$ cat src/rtl/core/mbd_pkg.sv
// Shared types and constants for the multi-button debounce block.
// Holds the request and response beat formats, the register map and reset values.
// No dependencies.
package mbd_pkg;

   localparam int PIN_WIDTH    = 8;
   localparam int DEBOUNCE_W   = 8;
   localparam int PERIOD_W     = 16;
   localparam int CSR_INDEX_W  = 2;
   localparam int CSR_DATA_W   = 16;

   // Register map.
   localparam logic [CSR_INDEX_W-1:0] CSR_DEBOUNCE_TICKS = 2'd0;
   localparam logic [CSR_INDEX_W-1:0] CSR_RESYNC_PERIOD  = 2'd1;
   localparam logic [CSR_INDEX_W-1:0] CSR_FRAME_PERIOD   = 2'd2;

   // Register reset values.
   localparam logic [DEBOUNCE_W-1:0] DEBOUNCE_TICKS_RESET = 8'd15;
   localparam logic [PERIOD_W-1:0]   RESYNC_PERIOD_RESET  = 16'd100;
   localparam logic [PERIOD_W-1:0]   FRAME_PERIOD_RESET   = 16'd20;

   typedef struct packed {
      logic [PIN_WIDTH-1:0] pin_levels;
      logic [PIN_WIDTH-1:0] edge_seen;
   } req_type;

   typedef struct packed {
      logic [PIN_WIDTH-1:0] button_states;
      logic                 frame_due;
   } rsp_type;

   // Per-tick control shared by all button lanes.
   typedef struct packed {
      logic step;
      logic resync;
   } lane_ctl_type;

endpackage

$ cat src/rtl/core/mbd_period.sv
// Free-running period counter that fires once every period steps.
// Uses mbd_pkg for the period width.
module mbd_period (
   input  logic                         clock,
   input  logic                         reset,
   input  logic                         step,
   input  logic [mbd_pkg::PERIOD_W-1:0] period,
   output logic                         fire
);

   logic [mbd_pkg::PERIOD_W-1:0] count_ff;
   logic [mbd_pkg::PERIOD_W-1:0] count_in;
   logic [mbd_pkg::PERIOD_W:0]   count_inc;

   // A period of zero behaves like one since the incremented count always reaches it.
   always_comb begin
      count_inc = {1'b0, count_ff} + {{mbd_pkg::PERIOD_W{1'b0}}, 1'b1};
      fire      = (count_inc >= {1'b0, period});
      count_in  = fire ? '0 : count_inc[mbd_pkg::PERIOD_W-1:0];
   end

   always_ff @(posedge clock) begin
      if (reset) begin
         count_ff <= '0;
      end else if (step) begin
         count_ff <= count_in;
      end
   end

endmodule

$ cat src/rtl/core/mbd_lane.sv
// One button lane: debounce wait counter and the stable pressed bit.
// Uses mbd_pkg for the lane control struct and counter width.
module mbd_lane (
   input  logic                           clock,
   input  logic                           reset,
   input  mbd_pkg::lane_ctl_type          ctl,
   input  logic [mbd_pkg::DEBOUNCE_W-1:0] debounce_ticks,
   input  logic                           edge_seen,
   input  logic                           pressed_now,
   output logic                           stable_in
);

   logic [mbd_pkg::DEBOUNCE_W-1:0] wait_ff;
   logic [mbd_pkg::DEBOUNCE_W-1:0] wait_in;
   logic [mbd_pkg::DEBOUNCE_W-1:0] wait_loaded;
   logic                           stable_ff;
   logic                           busy;
   logic                           sample;

   // The pin is sampled when the countdown ends this tick, or on a resync tick
   // when the lane is left idle.
   always_comb begin
      wait_loaded = edge_seen ? debounce_ticks : wait_ff;
      busy        = (wait_loaded != '0);
      wait_in     = busy ? wait_loaded - 1'b1 : '0;
      sample      = (wait_in == '0) && (busy || ctl.resync);
      stable_in   = sample ? pressed_now : stable_ff;
   end

   always_ff @(posedge clock) begin
      if (reset) begin
         wait_ff   <= '0;
         stable_ff <= 1'b0;
      end else if (ctl.step) begin
         wait_ff   <= wait_in;
         stable_ff <= stable_in;
      end
   end

endmodule

$ cat src/rtl/core/multi_button_debounce_top.sv
// Top level of the multi-button debounce block: beat registers, CSRs, lanes, timers.
// Depends on mbd_pkg, mbd_lane and mbd_period.
//
// Each request beat is one timer tick carrying the raw active-low pin levels and
// the edge flags of up to eight buttons; each tick yields exactly one response
// beat with the debounced pressed state after the tick and a frame_due flag that
// marks the frame snapshot. The block takes one tick per clock cycle while
// rsp_stall is low: a beat is captured into an input register; when it
// advances, all lane counters, the resync timer and the frame timer update
// together and the result lands in the response register, which drives
// rsp_valid. The input register drains whenever the response register is
// empty or being taken, so a full-rate stream flows with no bubbles while
// rsp_stall is low. Registers are
// written through the csr_ port, which is always ready; they should only be
// changed while no tick is in flight. BUTTONS sets the number of lanes; lanes
// beyond the eight pins see a released pin and no edges, and only the lowest
// eight stable bits are reported.
module multi_button_debounce_top #(
   parameter int BUTTONS = 8
) (
   input  logic                            clock,
   input  logic                            reset,

   input  logic                            req_valid,
   output logic                            req_stall,
   input  mbd_pkg::req_type                req_data,

   output logic                            rsp_valid,
   input  logic                            rsp_stall,
   output mbd_pkg::rsp_type                rsp_data,

   input  logic                            csr_valid,
   output logic                            csr_ready,
   input  logic [mbd_pkg::CSR_INDEX_W-1:0] csr_index,
   input  logic [mbd_pkg::CSR_DATA_W-1:0]  csr_wdata
);

   // Configuration registers.
   logic [mbd_pkg::DEBOUNCE_W-1:0] debounce_ticks_ff;
   logic [mbd_pkg::PERIOD_W-1:0]   resync_period_ff;
   logic [mbd_pkg::PERIOD_W-1:0]   frame_period_ff;

   // Input stage and response stage.
   logic                  in_valid_ff;
   mbd_pkg::req_type      in_data_ff;
   logic                  rsp_valid_ff;
   mbd_pkg::rsp_type      rsp_data_ff;
   mbd_pkg::rsp_type      rsp_data_in;

   logic                  advance;
   logic                  req_take;
   logic                  resync_fire;
   logic                  frame_fire;
   mbd_pkg::lane_ctl_type lane_ctl;
   logic [BUTTONS-1:0]    lane_edge;
   logic [BUTTONS-1:0]    lane_pressed;
   logic [BUTTONS-1:0]    lane_stable;
   logic [mbd_pkg::PIN_WIDTH-1:0] states_out;

   // The CSR port never back-pressures.
   assign csr_ready = 1'b1;

   always_ff @(posedge clock) begin
      if (reset) begin
         debounce_ticks_ff <= mbd_pkg::DEBOUNCE_TICKS_RESET;
         resync_period_ff  <= mbd_pkg::RESYNC_PERIOD_RESET;
         frame_period_ff   <= mbd_pkg::FRAME_PERIOD_RESET;
      end else if (csr_valid) begin
         case (csr_index)
            mbd_pkg::CSR_DEBOUNCE_TICKS: begin
               debounce_ticks_ff <= csr_wdata[mbd_pkg::DEBOUNCE_W-1:0];
            end
            mbd_pkg::CSR_RESYNC_PERIOD: begin
               resync_period_ff <= csr_wdata;
            end
            mbd_pkg::CSR_FRAME_PERIOD: begin
               frame_period_ff <= csr_wdata;
            end
            default: begin
               // Writes outside the register map are dropped.
            end
         endcase
      end
   end

   // The tick held in the input register is processed when the response
   // register can take its result this cycle.
   assign advance   = in_valid_ff && (!rsp_valid_ff || !rsp_stall);
   assign req_stall = in_valid_ff && !advance;
   assign req_take  = req_valid && !req_stall;

   always_ff @(posedge clock) begin
      if (reset) begin
         in_valid_ff <= 1'b0;
      end else if (req_take) begin
         in_valid_ff <= 1'b1;
      end else if (advance) begin
         in_valid_ff <= 1'b0;
      end
   end

   always_ff @(posedge clock) begin
      if (req_take) begin
         in_data_ff <= req_data;
      end
   end

   // Both timers step once per processed tick; the resync decision feeds the
   // lanes in the same cycle, matching the edge-then-resync order of a tick.
   mbd_period u_resync_timer (
      .clock  (clock),
      .reset  (reset),
      .step   (advance),
      .period (resync_period_ff),
      .fire   (resync_fire)
   );

   mbd_period u_frame_timer (
      .clock  (clock),
      .reset  (reset),
      .step   (advance),
      .period (frame_period_ff),
      .fire   (frame_fire)
   );

   assign lane_ctl.step   = advance;
   assign lane_ctl.resync = resync_fire;

   // Lanes past the physical pins see a released pin and never an edge.
   for (genvar i = 0; i < BUTTONS; i++) begin : g_lane
      if (i < mbd_pkg::PIN_WIDTH) begin : g_pin
         assign lane_edge[i]    = in_data_ff.edge_seen[i];
         assign lane_pressed[i] = ~in_data_ff.pin_levels[i];
      end else begin : g_nopin
         assign lane_edge[i]    = 1'b0;
         assign lane_pressed[i] = 1'b0;
      end

      mbd_lane u_lane (
         .clock          (clock),
         .reset          (reset),
         .ctl            (lane_ctl),
         .debounce_ticks (debounce_ticks_ff),
         .edge_seen      (lane_edge[i]),
         .pressed_now    (lane_pressed[i]),
         .stable_in      (lane_stable[i])
      );
   end

   // Report the lowest eight lanes; missing lanes read as released.
   for (genvar j = 0; j < mbd_pkg::PIN_WIDTH; j++) begin : g_out
      if (j < BUTTONS) begin : g_have
         assign states_out[j] = lane_stable[j];
      end else begin : g_none
         assign states_out[j] = 1'b0;
      end
   end

   assign rsp_data_in.button_states = states_out;
   assign rsp_data_in.frame_due     = frame_fire;

   always_ff @(posedge clock) begin
      if (reset) begin
         rsp_valid_ff <= 1'b0;
      end else if (advance) begin
         rsp_valid_ff <= 1'b1;
      end else if (!rsp_stall) begin
         rsp_valid_ff <= 1'b0;
      end
   end

   always_ff @(posedge clock) begin
      if (advance) begin
         rsp_data_ff <= rsp_data_in;
      end
   end

   assign rsp_valid = rsp_valid_ff;
   assign rsp_data  = rsp_data_ff;

endmodule
$ cat config.mk
export PLATFORM = sky130hd
export DESIGN_NAME = multi_button_debounce_top
export DESIGN_NICKNAME = d
export VERILOG_FILES = /design/src/rtl/core/mbd_pkg.sv /design/src/rtl/core/mbd_period.sv /design/src/rtl/core/mbd_lane.sv /design/src/rtl/core/multi_button_debounce_top.sv
export SDC_FILE = /design/constraint.sdc
export NUM_CORES = 1
export LEC_CHECK = 0
export BUFFER_PORTS_ARGS = -buffer_cell sky130_fd_sc_hd__buf_2
export CORE_ASPECT_RATIO = 1.1
export CORE_MARGIN = 2
export CORE_UTILIZATION = 50
export CTS_CLUSTER_SIZE = 16
export DETAILED_ROUTE_END_ITERATION = 16
export PLACE_DENSITY = 0.68
export SLEW_MARGIN = 20
export SYNTH_ARGS = -nofsm -noshare
export SYNTH_HDL_FRONTEND = slang
export SYNTH_HIERARCHICAL = 1
export SYNTH_SLANG_ARGS = --single-unit
$ cat constraint.sdc
create_clock -name clock -period 7.95 [get_ports clock]
set_input_delay 0.795 -clock clock [delete_from_list [all_inputs] [get_ports clock]]
set_output_delay 0.795 -clock clock [all_outputs]
set_load 0.02 [all_outputs]
==> Word-level counts from Yosys, hierarchy flattened <==
Cells that the tools add are included.
{ "word_totals": {"reg_bits": 171, "input_bits": 39} }
{ "op_classes": {"add_sub_neg": 10, "order_cmp": 2, "n_eq_ne": 3, "mux": 30, "bitwise": 8, "reduce_logical": 45} }
{ "ops": {"columns": ["cell", "count"], "rows": [
  ["2-to-1 mux 8 bit", 16],
  ["zero test 8 bit", 8],
  ["nonzero test 8 bit", 8],
  ["subtractor 8 x 1 -> 8 bit, second input constant", 8],
  ["adder 16 x 1 -> 17 bit, second input constant", 2],
  [">= comparator 17 x 16 -> 1 bit", 2],
  ["2-to-1 mux 16 bit", 2],
  ["2-to-1 mux 1 bit", 12],
  ["logical AND 1 bit", 11],
  ["logical OR 1 bit", 9],
  ["inverter 1 bit", 8],
  ["AND reduction 2 bit", 3],
  ["zero test 1 bit", 4],
  ["== test 2 x 1 -> 1 bit, second input constant", 1],
  ["== test 2 bit, second input constant", 1],
  ["zero test 2 bit", 1],
  ["inequality test 2 x 1 -> 1 bit, second input constant", 1],
  ["nonzero test 2 bit", 1]
]} }

==> Depth between registers and ports, before layout <==
Gate-level depths: netlist (run 1).
{ "depth": {"depth_word": 8, "ltp_mapped": 17} }

==> Modules after synthesis <==
The synthesis (run 1) kept the hierarchy.
{ "by_module_without_submodules": {"columns": ["module", "instances", "cells_per_inst", "area_each_um2", "seq_area_each_um2"], "rows": [
  ["mbd_lane", 8, 98, 897.1, 180.2],
  ["mbd_period", 2, 155, 1328.8, 320.3],
  ["multi_button_debounce_top", 1, 204, 2523.7, 1591.5]
]} }

==> Worst setup path after synthesis (run 1) <==
Ideal clock, no wire load.
{ "synth_timing": {"path_kind": "flip-flop to flip-flop", "startpoint": "register u_resync_timer/count_ff[0] (netlist bit)", "endpoint": "register rsp_data_ff, in the netlist rsp_data[1] (data pin)", "setup_ns": 0.262, "arrival_ns": 3.390, "required_time_ns": 7.688, "setup_slack_ns": 4.298, "stages_incl_launch_ff": 18, "n_path_buf": 1, "period_less_slack_ns": 3.652, "cell_sequence": "dfxtp_1 ha_1 nand3_1 nor3_2 and3_1 nor2_1 or2_2 ha_1 nand4_1 nor2_1 o21ai_0 o211a_2 buf_4 inv_1 nand3_1 a211oi_1 nand4_1 mux2_1"} }
{ "synth_between": {"elab_chain_cells": 5} }
{ "synth_rtl": {"columns": ["element", "line", "text"], "rows": [
  ["start, declared", "mbd_period.sv:11", "logic [mbd_pkg::PERIOD_W-1:0] count_ff;"],
  ["start signal, assigned", "mbd_period.sv:26", "count_ff <= count_in;"],
  ["adder 16 x 1 -> 17 bit", "mbd_period.sv:17", "count_inc = {1'b0, count_ff} + {{mbd_pkg::PERIOD_W{1'b0}}, 1'b1};"],
  [">= comparator 17 x 16 -> 1 bit", "mbd_period.sv:18", "fire = (count_inc >= {1'b0, period});"],
  ["net resync_fire", "multi_button_debounce_top.sv:52", "logic resync_fire;"],
  ["logical OR 1 bit", "mbd_lane.sv:26", "sample = (wait_in == '0) && (busy || ctl.resync);"],
  ["logical AND 1 bit", "mbd_lane.sv:26", null],
  ["2-to-1 mux 1 bit", "mbd_lane.sv:27", "stable_in = sample ? pressed_now : stable_ff;"],
  ["net lane_stable[0]", "multi_button_debounce_top.sv:57", "logic [BUTTONS-1:0] lane_stable;"],
  ["end signal, assigned", "multi_button_debounce_top.sv:174", "rsp_data_ff <= rsp_data_in;"],
  ["end, declared", "multi_button_debounce_top.sv:47", "mbd_pkg::rsp_type rsp_data_ff;"]
]} }
The timed path passes the listed nets, and every way through them passes these cells.
A chain may end at the register's enable or synchronous reset.

==> Worst setup path after layout (run 1) <==
{ "layout_timing": {"startpoint": "register u_resync_timer/count_ff[0] (netlist bit)", "endpoint": "register rsp_data_ff, in the netlist rsp_data[2] (data pin)"} }
The elaborated chain is that of the path after synthesis.

==> results of run 1 <==
-- worst paths after layout --
check | end | slack [ns] | from
max | rsp_data[2]$_DFFE_PP_ | 3.41 | u_resync_timer/count_ff[0]$_SDFFE_PP0P_
min | u_resync_timer/count_ff[14]$_SDFFE_PP0P_ | 0.47 | u_resync_timer/count_ff[14]$_SDFFE_PP0P_
max reg2reg | rsp_data[2]$_DFFE_PP_ | 3.41 | u_resync_timer/count_ff[0]$_SDFFE_PP0P_
min reg2reg | u_resync_timer/count_ff[14]$_SDFFE_PP0P_ | 0.47 | u_resync_timer/count_ff[14]$_SDFFE_PP0P_
-- per-layer routing --
metal / track usage / up-vias / routed length, microns
li1: - / 4898 / -
met1: 0.275 / 4734 / 12600
met2: 0.374 / 156 / 13600
met3: 0.0343 / 29 / 992
met4: 0.0540 / 2 / 407
met5: 0 / - / 13
-- cells in the final DEF, fill, tap and decap left out, types with 20 or more instances in the layout --
master and count:
inv_1 60, buf_2 48, nand2b_1 84, xor2_1 20, o21ai_0 24, nand2_1 50, nor3b_1 26, nand3_1 41
nor3_1 24, a32o_1 20, a21oi_1 28, ha_1 50, edfxtp_1 25, mux2i_1 112, nor2_1 131, nand4_1 28
a211oi_1 24, a22oi_1 24, dfxtp_1 144
-- flip-flops by register name (all words and copies together), names as in the netlist --
name                     flops
g_lane.u_lane/wait_ff       64
frame_period_ff             16
resync_period_ff            16
u_frame_timer/count_ff      16
u_resync_timer/count_ff     16
rsp_data                     9
debounce_ticks_ff            8
g_lane.u_lane/stable_ff      8
in_data_ff                   8
lane_edge                    8
in_valid_ff                  1
rsp_valid                    1
-- synth_stat cells, types with 9 or more instances --
library cell    n  area share
buf_2          12      0.0049
nand3_1        41       0.017
o211ai_1       10      0.0061
inv_1          60       0.018
ha_1           50       0.051
o21ai_1        16      0.0065
o21ai_0        24      0.0097
clkbuf_2        9      0.0036
o2bb2ai_1      16       0.011
nand4_1        28       0.014
a311oi_1       10      0.0071
nand2b_1       84       0.043
mux2i_1       112       0.091
clkbuf_1       11      0.0033
xnor2_1        10      0.0071
a21oi_1        28       0.011
a211oi_1       24       0.015
dfxtp_1       146        0.24
xor2_1         20       0.014
a21o_1         10      0.0061
nor2_1        132       0.040
nor3_1         24      0.0097
a21boi_0       11      0.0067
and3b_1        10      0.0071
nor3b_1        26       0.016
a32o_1         20       0.016
buf_4          12      0.0073
a22oi_1        24       0.015
a31oi_1        10      0.0051
edfxtp_1       25       0.061
nand2_1        50       0.015
-- through the flow --
step	cells	setup slack (ns)	instance area, sq um	hold WS [ns]
after detailed placement	1608	3.44	12500	0.460
after global placement	1608	3.61	12500	0.450
final	1640	3.41	13100	0.473
after CTS	1640	3.42	13100	0.472
after floorplan	1298	4.30	12400	0.436
after global routing	1640	3.11	13100	0.492
-- power breakdown --
| group | internal (mW) | switching [mW] | leakage (nW) |
|---|---|---|---|
| Sequential | 0.916 | 0.0548 | 1.43 |
| Clock | 0.464 | 0.361 | 0.290 |
| Combinational | 0.194 | 0.245 | 3.43 |
| Total | 1.57 | 0.660 | 5.15 |
-- cell families after synthesis --
| kind of cell | after synthesis | share of synthesized area |
|---|---|---|
| AND/OR/NAND/NOR | 501 | 0.258 |
| AO/OA/AOI/OAI | 287 | 0.189 |
| flip-flops | 171 | 0.297 |
| multiplexers | 136 | 0.114 |
| buffers and inverters | 118 | 0.0639 |
| adder cells (fa/ha/maj) | 50 | 0.0506 |
| XOR/XNOR | 34 | 0.0265 |
| other | 1 | 0.000303 |
-- layout make-up --
| class | count | share of cell area |
|---|---|---|
| clock buffers | 21 | 0.0360 |
| multi-input cells | 1009 | 0.604 |
| flip-flops and latches | 171 | 0.281 |
| inverters | 60 | 0.0172 |
| well taps | 310 | 0.0296 |
| repair buffers | 58 | 0.0241 |
| clock inverters | 11 | 0.00822 |
-- worst min-delay path, delay by kind of cell (launching register included) --
kind          cells  cell delay [ns]
simple gates      2             0.11
flops             1             0.32
==> results.yml, run 1 <==
cts:
  cts_hold_buf: 0
  numCtsBuffers: 17
  post-cts-setup-buffer-count: 0
  cts.reportedPaths.clkPinSlew_ns: 0.07
  clock_sink_count: 171
  cts-root-buf: "clkbuf_16"
  cts_resized: 0
  htreeDepth: 4
  cts_max_path_buffers: 2
  clk_latency_ns: 0.43
  tritoncts: "yes"
die:
  die_w_microns: 154
  placeableCoreArea_sq_um: 24400
  ioPinCount: 51
  placementRows: 60
  start_util: 0.507
  die-area_sq_um: 26000
  dieHeight_microns: 169
placed_design:
  gp_congestion: 0.843
  portBuffers: 49
  dp_hpwl_microns: 18600
grt:
  grt_usage: 0.214
  grt_start_max_net_pins: 95
  grt_pass1_vias: 9417
  grt_antenna_before_repair: 1
  grt_overflow_total: 0
  grt_pass1_wl_microns: 46300
pwr:
  powerDensity_nw_per_um2: 171
  ir_drop_mv: 0.156
  power_mw: 2.23
  p_leak_nw: 5.15
synthesis:
  async_reset_ff_frac: 0
  syn_area_sq_um: 12400
  ys_warn_count: 6
  synthCells: 1298
  yosysUniqueCellTypes: 76
  synth_seq_cells: 171
  synth_nets: 1387
  synthFlopType: "dfxtp_1"
  synth_edf_count: 25
  ys_seq_area_frac: 0.297
  avgSynthCellArea_sq_um: 9.52
setup_path:
  cp.arrival_ns: 4.72
  required_ns: 8.12
  worst-path-stages: 16
  reg2regPathDepth: 16
  critPathMaxFanout: 21
  endpoint_kind: "flip-flop"
  cp_top_family: "simple AND/OR/NAND/NOR gates"
  crit_path_cell_trace: "ha_1, nand3_1, nor3_2, and3_1, nor2_1, or2_2, ha_1, nand4_1, nor2_1, o21ai_0, o211a_2, inv_1, nand3_1, a211oi_1, nand4_1, mux2_1"
  crit_type: "reg -> reg"
  cp-start-kind: "flip-flop"
  crit_path_max_incr_delay_ns: 0.52
  crit_slowest_cell: "inv_1"
  crit_buf_inv: 1
detailed_routing:
  routed_wl_microns: 27700
  routed_via_density: 5.99
  antenna_left: 0
  dr.pass1.iters: 5
  avgRoutedWirePerCell_microns: 16.9
  route.detailed.drc: 0
  via_count: 9819
  drt_iter0_drc: 473
final_layout:
  nFillCells: 2215
  area_growth_pct: 5.94
  fin_util: 0.537
  seqCellArea_sq_um: 3680
  multi_input_area_sq_um: 7910
  nets: 1406
  diodes: 0
  drive_above_1_share: 0.169
timing:
  skew_ns: 0.0118
  worst_slew_pin_slew_ns: 1.10
  fmax_mhz: 220
  finalSetupViolations: 0
  slew_viol_final: 0
  rsz0062_at_grt: "no"
  period_needed_ns: 4.54
  hold_viol_final: 0
  period_share: 0.571
  fin_setup_tns_ns: 0
  slew-limit-headroom: 0.266
run_status:
  status: "complete, no violations"
run:
  cap_violations: 0
worst_hold_path:
  min_path_cells: 2
  hold_path_class: "reg -> reg"
(Power assumes the default switching activity.)
==> run 2, diff against run 1 <==
--- a/config.mk
+++ b/config.mk
@@ -5,13 +5,14 @@
 export SDC_FILE = /design/constraint.sdc
 export NUM_CORES = 1
 export LEC_CHECK = 0
+export ABC_AREA = 1
 export BUFFER_PORTS_ARGS = -buffer_cell sky130_fd_sc_hd__buf_2
 export CORE_ASPECT_RATIO = 1.1
 export CORE_MARGIN = 2
 export CORE_UTILIZATION = 50
 export CTS_CLUSTER_SIZE = 16
 export DETAILED_ROUTE_END_ITERATION = 16
-export PLACE_DENSITY = 0.68
+export PLACE_DENSITY = 0.7
 export SLEW_MARGIN = 20
 export SYNTH_ARGS = -nofsm -noshare
 export SYNTH_HDL_FRONTEND = slang
==> constraint.sdc (replaced) <==
create_clock -name clock -period 3.9 [get_ports clock]
set_input_delay 0.39 -clock clock [delete_from_list [all_inputs] [get_ports clock]]
set_output_delay 0.39 -clock clock [all_outputs]
set_load 0.02 [all_outputs]
==> run 2 against run 1 <==
Effect of this change:
- worst setup slack got worse by 2.7 ns
- clock power rose by 92%
- routed wire length rose by 0.27%
- synthesized cell count rose by 43%
- critical path type unchanged
- critical endpoint is now g_lane[7].u_lane/stable_ff$_SDFFE_PP0P_
- largest power group unchanged
==> results.yml, run 2 <==
run_status:
  status: "complete, no violations"
placed_design:
  placedCellCount: 2160
  gp_congestion: 0.878
  portBuffers: 49
  dpl_cell_area_sq_um: 12500
  dp_hpwl_microns: 19400
  pre_cts_ws_ns: 0.656
setup_path:
  required_ns: 4.22
  cp-start-kind: "flip-flop"
  reg2regPathDepth: 22
  cp.arrival_ns: 3.56
  path_common_cell: "nand3_1"
  crit_type: "reg -> reg"
  reg2reg_from: "u_resync_timer/count_ff[0]$_SDFFE_PP0P_"
  reg2reg_slack_ns: 0.66
  r2r-end: "g_lane[7].u_lane/stable_ff$_SDFFE_PP0P_"
  cp_top_family: "simple AND/OR/NAND/NOR gates"
  endpoint_kind: "flip-flop"
  crit_buf_inv: 3
  crit_path_cell_trace: "ha_1, nand2_1, nor2_4, nand2_2, xor2_1, inv_1, ha_1, nand2_1, nor2_1, nand3_1, nor2_1, o21ai_4, nand3_1, buf_4, nand3b_1, nand3_1, nor2_2, nand3_1, nand2_1, nand3_1, nand2_1, inv_1"
  critPathMaxFanout: 8
  crit_start: "u_resync_timer/count_ff[0]$_SDFFE_PP0P_"
  crit_slowest_cell: "dfxtp_1"
  crit_path_max_incr_delay_ns: 0.42
synthesis:
  yosys.area.top_type: "dfxtp_1"
  yosysUniqueCellTypes: 31
  synth.area.mux_share: 0
  avgSynthCellArea_sq_um: 6.60
  ys_seq_area_frac: 0.300
  synth_area_leaders: "dfxtp_1 (24%), nand2_1 (15%), inv_1 (8.9%)"
  synth.top_cells.by_count: "nand2_1 (486), inv_1 (291), dfxtp_1 (146), nor2_1 (146), nand3_1 (139)"
  synth_compound_area_frac: 0.0962
  synth-simple-area-share: 0.409
  synthAdderAreaFrac: 0.0511
  yosysMostFrequentCell: "nand2_1"
  synth_top_family_by_area: "simple AND/OR/NAND/NOR gates"
  synthCells: 1854
  ys_warn_count: 6
  synth_nets: 1943
  synth_seq_cells: 171
  synth_edf_count: 25
  yosys.area.top_type_share: 0.239
  synthFlopType: "dfxtp_1"
  syn_area_sq_um: 12200
  async_reset_ff_frac: 0
  synth_xor_area_frac: 0.0143
cts:
  cts_resized: 0
  tritoncts: "yes"
  clock_sink_count: 171
  cts-root-buf: "clkbuf_16"
  post-cts-setup-buffer-count: 0
  htreeDepth: 4
  cts_max_path_buffers: 2
  cts.reportedPaths.clkPinSlew_ns: 0.07
  cts_hold_buf: 0
  numCtsBuffers: 17
  clk_latency_ns: 0.42
die:
  placementRows: 60
  die-area_sq_um: 25700
  start_util: 0.504
  dieHeight_microns: 168
  placeableCoreArea_sq_um: 24200
  ioPinCount: 51
  die_w_microns: 153
detailed_routing:
  via_count: 11000
  route.detailed.drc: 0
  drt_iter0_drc: 571
  routed_via_density: 5.04
  avgRoutedWirePerCell_microns: 12.7
  routed_wl_microns: 27800
  antenna_left: 0
  dr.pass1.iters: 5
worst_hold_path:
  min_path_cells: 1
  hold_path_class: "in -> reg"
  min_from: "req_data[12]"
  whs_endpoint: "in_data_ff[12]$_DFFE_PP_"
final_layout:
  nFillCells: 2391
  stdcell_count: 2192
  layout_commonest_cell: "nand2_1"
  largest_register_ffs: 64
  fin_util: 0.539
  layout_common_cells: "nand2_1 (486), inv_1 (291), dfxtp_1 (146)"
  nets: 1958
  area_growth_pct: 6.80
  drive_above_1_share: 0.159
  finish.instance_area_sq_um: 13100
  top_register: "g_lane.u_lane/wait_ff"
pwr:
  powerDensity_nw_per_um2: 336
  ir_drop_mv: 0.224
  power_mw: 4.39
  p_leak_nw: 6.72
timing:
  slew_viol_final: 0
  finalSetupViolations: 0
  period_needed_ns: 3.24
  fin_setup_tns_ns: 0
  hold_viol_final: 0
  fin_ws_ns: 0.663
  period_share: 0.830
  worst_slew_pin_slew_ns: 1.02
  rsz0062_at_grt: "no"
  fmax_mhz: 309
  hold_slack_ns: 0.136
  skew_ns: 0.00842
  slew-limit-headroom: 0.320
grt:
  grt_overflow_total: 0
  grt_start_max_net_pins: 78
  grt_usage: 0.218
  grt_antenna_before_repair: 2
  grt_pass1_vias: 10200
  grt_pass1_wl_microns: 47200
run:
  cap_violations: 0
==> run 2: cell count changes in the layout (fill, tap and decap cells not counted), sizes merged, moves of 27 or more <==
cell,delta
o21ai,+58
nor2,+60
nor3b,-27
nand2,+562
mux2i,-120
nand2b,-86
nand3,+100
a21oi,+74
inv,+247
==> run 2: cell families (layout without fill, tap and decap cells) <==
family | after synthesis | count (layout)
other cells | 1 | 2
buf+inv | 371 | 398
flops | 171 | 171
xor+xnor | 20 | 20
compound gates | 216 | 216
fa+ha+maj | 50 | 50
simple gates | 1025 | 1025
==> run 2: final cells by class <==
cell class              instances  area [sq um]  share of cell area
clock buffers                  21           470              0.0360
repair buffers                 58           313              0.0239
multi-input cells            1312          6990               0.535
well taps                     310           388              0.0297
flip-flops and latches        171          3670               0.281
clock inverters                10          66.3             0.00508
diodes                          1          2.50            0.000192
inverters                     309          1160              0.0888
==> run 2: report_power, final <==
part / internal (mW) / switching [mW] / leakage [nW]
clock: 0.862 / 0.714 / 0.270
sequential: 1.89 / 0.0879 / 1.44
combinational: 0.280 / 0.557 / 5.01
==> run 2: routing by layer <==
metal  vias to the layer above  global-route usage  wire, microns
met5                         -                   0             11
met4                         2              0.0564            403
met3                        31              0.0319           1130
li1                       5843                   -              -
met1                      4990               0.274          12800
met2                       172               0.393          13400
==> run 2: worst max path at each step <==
stage | to | slack (ns) | cells past startpoint
3_5_place_dp | g_lane[5].u_lane/stable_ff$_SDFFE_PP0P_ | 0.66 | 22
5_1_grt | g_lane[0].u_lane/stable_ff$_SDFFE_PP0P_ | 0.26 | 22
6_report | g_lane[7].u_lane/stable_ff$_SDFFE_PP0P_ | 0.66 | 22
2_1_floorplan | rsp_data[1]$_DFFE_PP_ | 0.99 | 20
4_1_cts | g_lane[5].u_lane/stable_ff$_SDFFE_PP0P_ | 0.63 | 22
3_3_place_gp | rsp_data[2]$_DFFE_PP_ | 0.82 | 20
